<file path="src/sv/brians_brain_generation_step_assert.svh">
// Assertion macros for the generation step block.
// Both macros sample on clock and are disabled while reset is high.
`ifndef BRIANS_BRAIN_GENERATION_STEP_ASSERT_SVH
`define BRIANS_BRAIN_GENERATION_STEP_ASSERT_SVH

// The consequent must hold in the same cycle as the antecedent.
`define BBGS_ASSERT_SAME(label, ante, cons, msg) \
   label: assert property (@(posedge clock) disable iff (reset) (ante) |-> (cons)) \
      else $error(msg);

// The consequent must hold in the cycle after the antecedent.
`define BBGS_ASSERT_NEXT(label, ante, cons, msg) \
   label: assert property (@(posedge clock) disable iff (reset) (ante) |=> (cons)) \
      else $error(msg);

`endif

</file>
<file path="src/sv/bbgs_pkg.sv">
// Shared types and constants for the generation step block.
// No dependencies; used by bbgs_out_fifo and the top level.
package bbgs_pkg;

   localparam int unsigned CSR_DATA_W = 16;
   localparam int unsigned COLS_CFG_W = 12;
   localparam int unsigned ROWS_W     = 16;
   localparam int unsigned TDATA_W    = 8;
   localparam int unsigned QUEUE_DEPTH = 3;

   localparam logic [COLS_CFG_W-1:0] COLS_RESET = 12'd1280;
   localparam logic [ROWS_W-1:0]     ROWS_RESET = 16'd720;
   localparam logic [ROWS_W-1:0]     ROWS_LIMIT = 16'd65534;

   localparam logic [1:0] CELL_OFF   = 2'd0;
   localparam logic [1:0] CELL_ON    = 2'd1;
   localparam logic [1:0] CELL_DYING = 2'd2;

   typedef enum logic [0:0] {
      REG_GRID_COLUMNS = 1'b0,
      REG_GRID_ROWS    = 1'b1
   } csr_index_type;

   typedef enum logic [0:0] {
      OP_CELL  = 1'b0,
      OP_DRAIN = 1'b1
   } op_type;

   typedef struct packed {
      logic       frame_end;
      logic [1:0] next_state;
   } result_type;

endpackage

</file>
<file path="src/sv/bbgs_out_fifo.sv">
// Three-entry result queue between the compute stage and the response channel.
// Depends on bbgs_pkg for result_type and the queue depth.
module bbgs_out_fifo (
   input  logic                clock,
   input  logic                reset,
   input  logic                push,
   input  bbgs_pkg::result_type push_data,
   input  logic                pop_ready,
   output logic                out_valid,
   output bbgs_pkg::result_type out_data,
   output logic [1:0]          count
);

   bbgs_pkg::result_type slot_ff [bbgs_pkg::QUEUE_DEPTH];
   logic [1:0] wr_ptr_ff, wr_ptr_in;
   logic [1:0] rd_ptr_ff, rd_ptr_in;
   logic [1:0] count_ff, count_in;
   logic       pop;

   assign out_valid = (count_ff != 2'd0);
   assign out_data  = slot_ff[rd_ptr_ff];
   assign count     = count_ff;
   assign pop       = out_valid && pop_ready;

   always_comb begin
      wr_ptr_in = wr_ptr_ff;
      rd_ptr_in = rd_ptr_ff;
      count_in  = count_ff;
      if (push) begin
         wr_ptr_in = (wr_ptr_ff == 2'(bbgs_pkg::QUEUE_DEPTH - 1)) ? 2'd0 : wr_ptr_ff + 2'd1;
      end
      if (pop) begin
         rd_ptr_in = (rd_ptr_ff == 2'(bbgs_pkg::QUEUE_DEPTH - 1)) ? 2'd0 : rd_ptr_ff + 2'd1;
      end
      if (push && !pop) begin
         count_in = count_ff + 2'd1;
      end else if (pop && !push) begin
         count_in = count_ff - 2'd1;
      end
   end

   always_ff @(posedge clock) begin
      if (reset) begin
         wr_ptr_ff <= 2'd0;
         rd_ptr_ff <= 2'd0;
         count_ff  <= 2'd0;
      end else begin
         wr_ptr_ff <= wr_ptr_in;
         rd_ptr_ff <= rd_ptr_in;
         count_ff  <= count_in;
      end
   end

   always_ff @(posedge clock) begin
      if (push) begin
         slot_ff[wr_ptr_ff] <= push_data;
      end
   end

endmodule

</file>
<file path="config.mk">
export PLATFORM = sky130hd
export DESIGN_NAME = bbgs_out_fifo
export DESIGN_NICKNAME = d
export VERILOG_FILES = /design/src/sv/brians_brain_generation_step_assert.svh /design/src/sv/bbgs_pkg.sv /design/src/sv/bbgs_out_fifo.sv
export SDC_FILE = /design/constraint.sdc
export NUM_CORES = 1
export LEC_CHECK = 0
export BUFFER_PORTS_ARGS = -buffer_cell sky130_fd_sc_hd__buf_2
export CAP_MARGIN = 5
export CORE_UTILIZATION = 43
export DETAILED_ROUTE_END_ITERATION = 8
export PLACE_DENSITY = 0.74
export SYNTH_ARGS = -nofsm -noshare
export SYNTH_HDL_FRONTEND = slang
export SYNTH_SLANG_ARGS = --single-unit
</file>
<file path="constraint.sdc">
create_clock -name clock -period 1.7 [get_ports clock]
set_input_delay 0.085 -clock clock [delete_from_list [all_inputs] [get_ports clock]]
set_output_delay 0.085 -clock clock [all_outputs]
set_load 0.03 [all_outputs]
</file>
==> run_results.csv <==
group,metric,value,unit
cells_and_area,post-route-util,0.566,
cells_and_area,final_nets,77,
worst_hold_path,whs_path_depth,1,
worst_hold_path,hold_start,"push_data[1]",
global_routing,grt_pass1_wl,1380,um
flow_run,maxCapViolCount,0,
pwr,p_leak,0.294,nW
timing,hold_viol,0,
setup_path,rrSetupSlack,270,ps
setup_path,worstSetupStartpointType,"flip-flop",
timing,final.period_utilization,0.841,
clocking,cts_setup_buffers,0,
clocking,cts_root_buf,"clkbuf_4",
place,place_congestion,0.637,
clocking,h-tree-depth,1,
setup_path,crit_type,"reg2reg",
global_routing,overflow,0,
drt,via_count,403,
pwr,irDropWorstVdd,0.837,mV
timing,finalSetupViolCount,0,
synth,syn_area_per_cell,12.5,um2
synth,synthesis.instances,51,
pwr,power,0.00111,W
global_routing,grt_max_degree,11,
pwr,clkPwrFrac,0.177,
floorplanning,die_area,1640,um2
timing,relSlewSlack,0.599,
timing,rsz0062_at_grt,"no",
worst_hold_path,hold_class,"in2reg",
drt,via_per_inst,4.86,
setup_path,crit_fanout,5,
timing,fin_skew,1.32,ps
outcome,status,"finished clean",
synth,yosys_warnings,0,
timing,clock.fmax,0.699,GHz
timing,hold_ws,10.6,ps
clocking,insertion_delay,270,ps
drt,antenna_left,0,
drt,drc,0,
pwr,comb_power_share,0.327,
floorplanning,start_util,0.478,
clocking,cts_tree,"done",
setup_path,ff2ff_path_depth,4,
floorplanning,dieHeight,40.5,um
place,port_buffers,12,
setup_path,r2r-start,"count[0]$_SDFFE_PP0P_",
global_routing,grt_pass1_vias,344,
synth,synth.largest_area_cell,"edfxtp_1",
synth,syn-num-nets,59,
cells_and_area,drive_gt1_frac,0.294,
pwr,p_seq_frac,0.496,
place,pre_cts_ws,301,ps
synth,synth_area_leaders,"edfxtp_1 (42%), dfxtp_1 (25%), mux2i_1 (4.7%), nand2_1 (4.1%), o21ai_0 (3.1%)",
drt,dr.pass1.iters,4,
clocking,clk_pin_slew,90,ps
pwr,p_sw_frac,0.355,
timing,tns,0,ps
setup_path,worstPathRequired,1910,ps
timing,period_needed,1430,ps
floorplanning,io_pins,13,
clocking,cts.sinks,17,
global_routing,grt_usage,0.132,
pwr,power.switching,0.000394,W
setup_path,endpoint_kind,"flip-flop",
clocking,cts-resized-gates,0,
synth,synth_cell_type_count,17,
floorplanning,die_width,40.5,um
synth,ys_ff_latch,17,
timing,slew_violations,0,
worst_hold_path,hold_path_end,"slot_ff[2][1]$_DFFE_PP_",
pwr,intPower,0.000714,W
drt,wl,906,um
clocking,clk_path_buf_depth,2,
floorplanning,core_region_area,1330,um2
floorplanning,rows,13,
setup_path,r2r-end,"count[1]$_SDFFE_PP0P_",
setup_path,cp.arrival,1640,ps
drt,wl_per_cell,10.9,um
timing,worst_pin_slew,600,ps
synth,ys_seq_area_frac,0.675,
synth,synth_area,638,um2
pwr,power-per-cell-area,1470,nW/um2
drt,drtIter0Drc,6,
timing,setup_slack,270,ps
clocking,cts_made_buffers,3,
synth,synth_top_area_frac,0.424,
cells_and_area,area_delta_synth_final,18.2,%
global_routing,antenna_found_initial,0,
cells_and_area,diodes,0,
cell usage after synthesis:
cell / n
a21oi_1: 3
a21oi_2: 1
dfxtp_1: 8
edfxtp_1: 9
ha_1: 1
inv_1: 1
mux2_2: 1
mux2i_1: 3
nand2_1: 7
nor2_1: 5
nor3b_1: 1
o21ai_0: 4
o21ai_2: 1
or2_2: 1
or3_1: 2
or3b_1: 1
xor2_1: 2
worst max-delay path, stage by stage, from the launching register on:
cell and delay [ps]:
dfxtp_1 370, o21ai_2 200, ha_1 290, or3_1 350, a21oi_1 140
layer usage:
layer,GRT usage,wire (um),part of all wire
met5,0,0,0
met4,0.0500,0,0
met3,0.0556,45,0.050
met2,0.210,404,0.45
met1,0.157,456,0.50
repair_timing:
item	in CTS	in global routing
hold endpoints to repair	0	3
hold buffers	0	1
setup endpoints to repair	0	0
logic make-up after synthesis:
logic type	after synthesis	synth area share
xor gates and xnor gates	2	0.0275
AOI/OAI and AO/OA	9	0.0824
and+or+nand+nor	17	0.126
DFF	17	0.675
buffers and inverters	1	0.00588
adders and majority gates	1	0.0196
muxes	4	0.0647
through the flow:
stage               instance area [um2]  cells
floorplan                           638     51
global placement                    717     78
detailed placement                  717     78
CTS                                 744     82
global route                        754     83
finish                              754     83
placed cells by master, fill, tap and decap left out, drive strengths merged:
cell type,instances
inv,1
xor2,2
nor3b,1
or2,1
edfxtp,9
a21oi,4
buf,12
ha,1
nor2,5
or3,2
o21ai,5
clkbuf,3
clkinv,1
dlygate4sd3,1
dfxtp,8
nand2,7
or3b,1
mux2,1
mux2i,3
worst max-delay path by stage:
stage | from | to | slack (ps) | cells past startpoint
floorplan | count[0]$_SDFFE_PP0P_ | count[1]$_SDFFE_PP0P_ | 170 | 4
global placement | count[0]$_SDFFE_PP0P_ | count[1]$_SDFFE_PP0P_ | 340 | 4
detailed placement | count[0]$_SDFFE_PP0P_ | count[1]$_SDFFE_PP0P_ | 300 | 4
CTS | count[0]$_SDFFE_PP0P_ | count[1]$_SDFFE_PP0P_ | 270 | 4
global route | count[0]$_SDFFE_PP0P_ | count[1]$_SDFFE_PP0P_ | 170 | 4
finish | count[0]$_SDFFE_PP0P_ | count[1]$_SDFFE_PP0P_ | 270 | 4
power groups by stage:
stage | clock network [W] | registers (W) | logic [W]
4_1_cts | 0.000205 | 0.000551 | 0.000365
2_1_floorplan | 0 | 0.000595 | 0.000230
6_report | 0.000196 | 0.000550 | 0.000363
3_3_place_gp | 0 | 0.000555 | 0.000361
5_1_grt | 0.000224 | 0.000561 | 0.000398
3_5_place_dp | 0 | 0.000560 | 0.000362
area by class of cell:
type	count	area [um2]
fill	131	579
inverter	1	3.75
timing repair buffer	13	70.1
sequential	17	430
tap	15	18.8
clock inverter	1	5.00
clock buffer	3	22.5
multi-input combinational	33	204
Note: power is estimated with default switching activity, not from simulation.
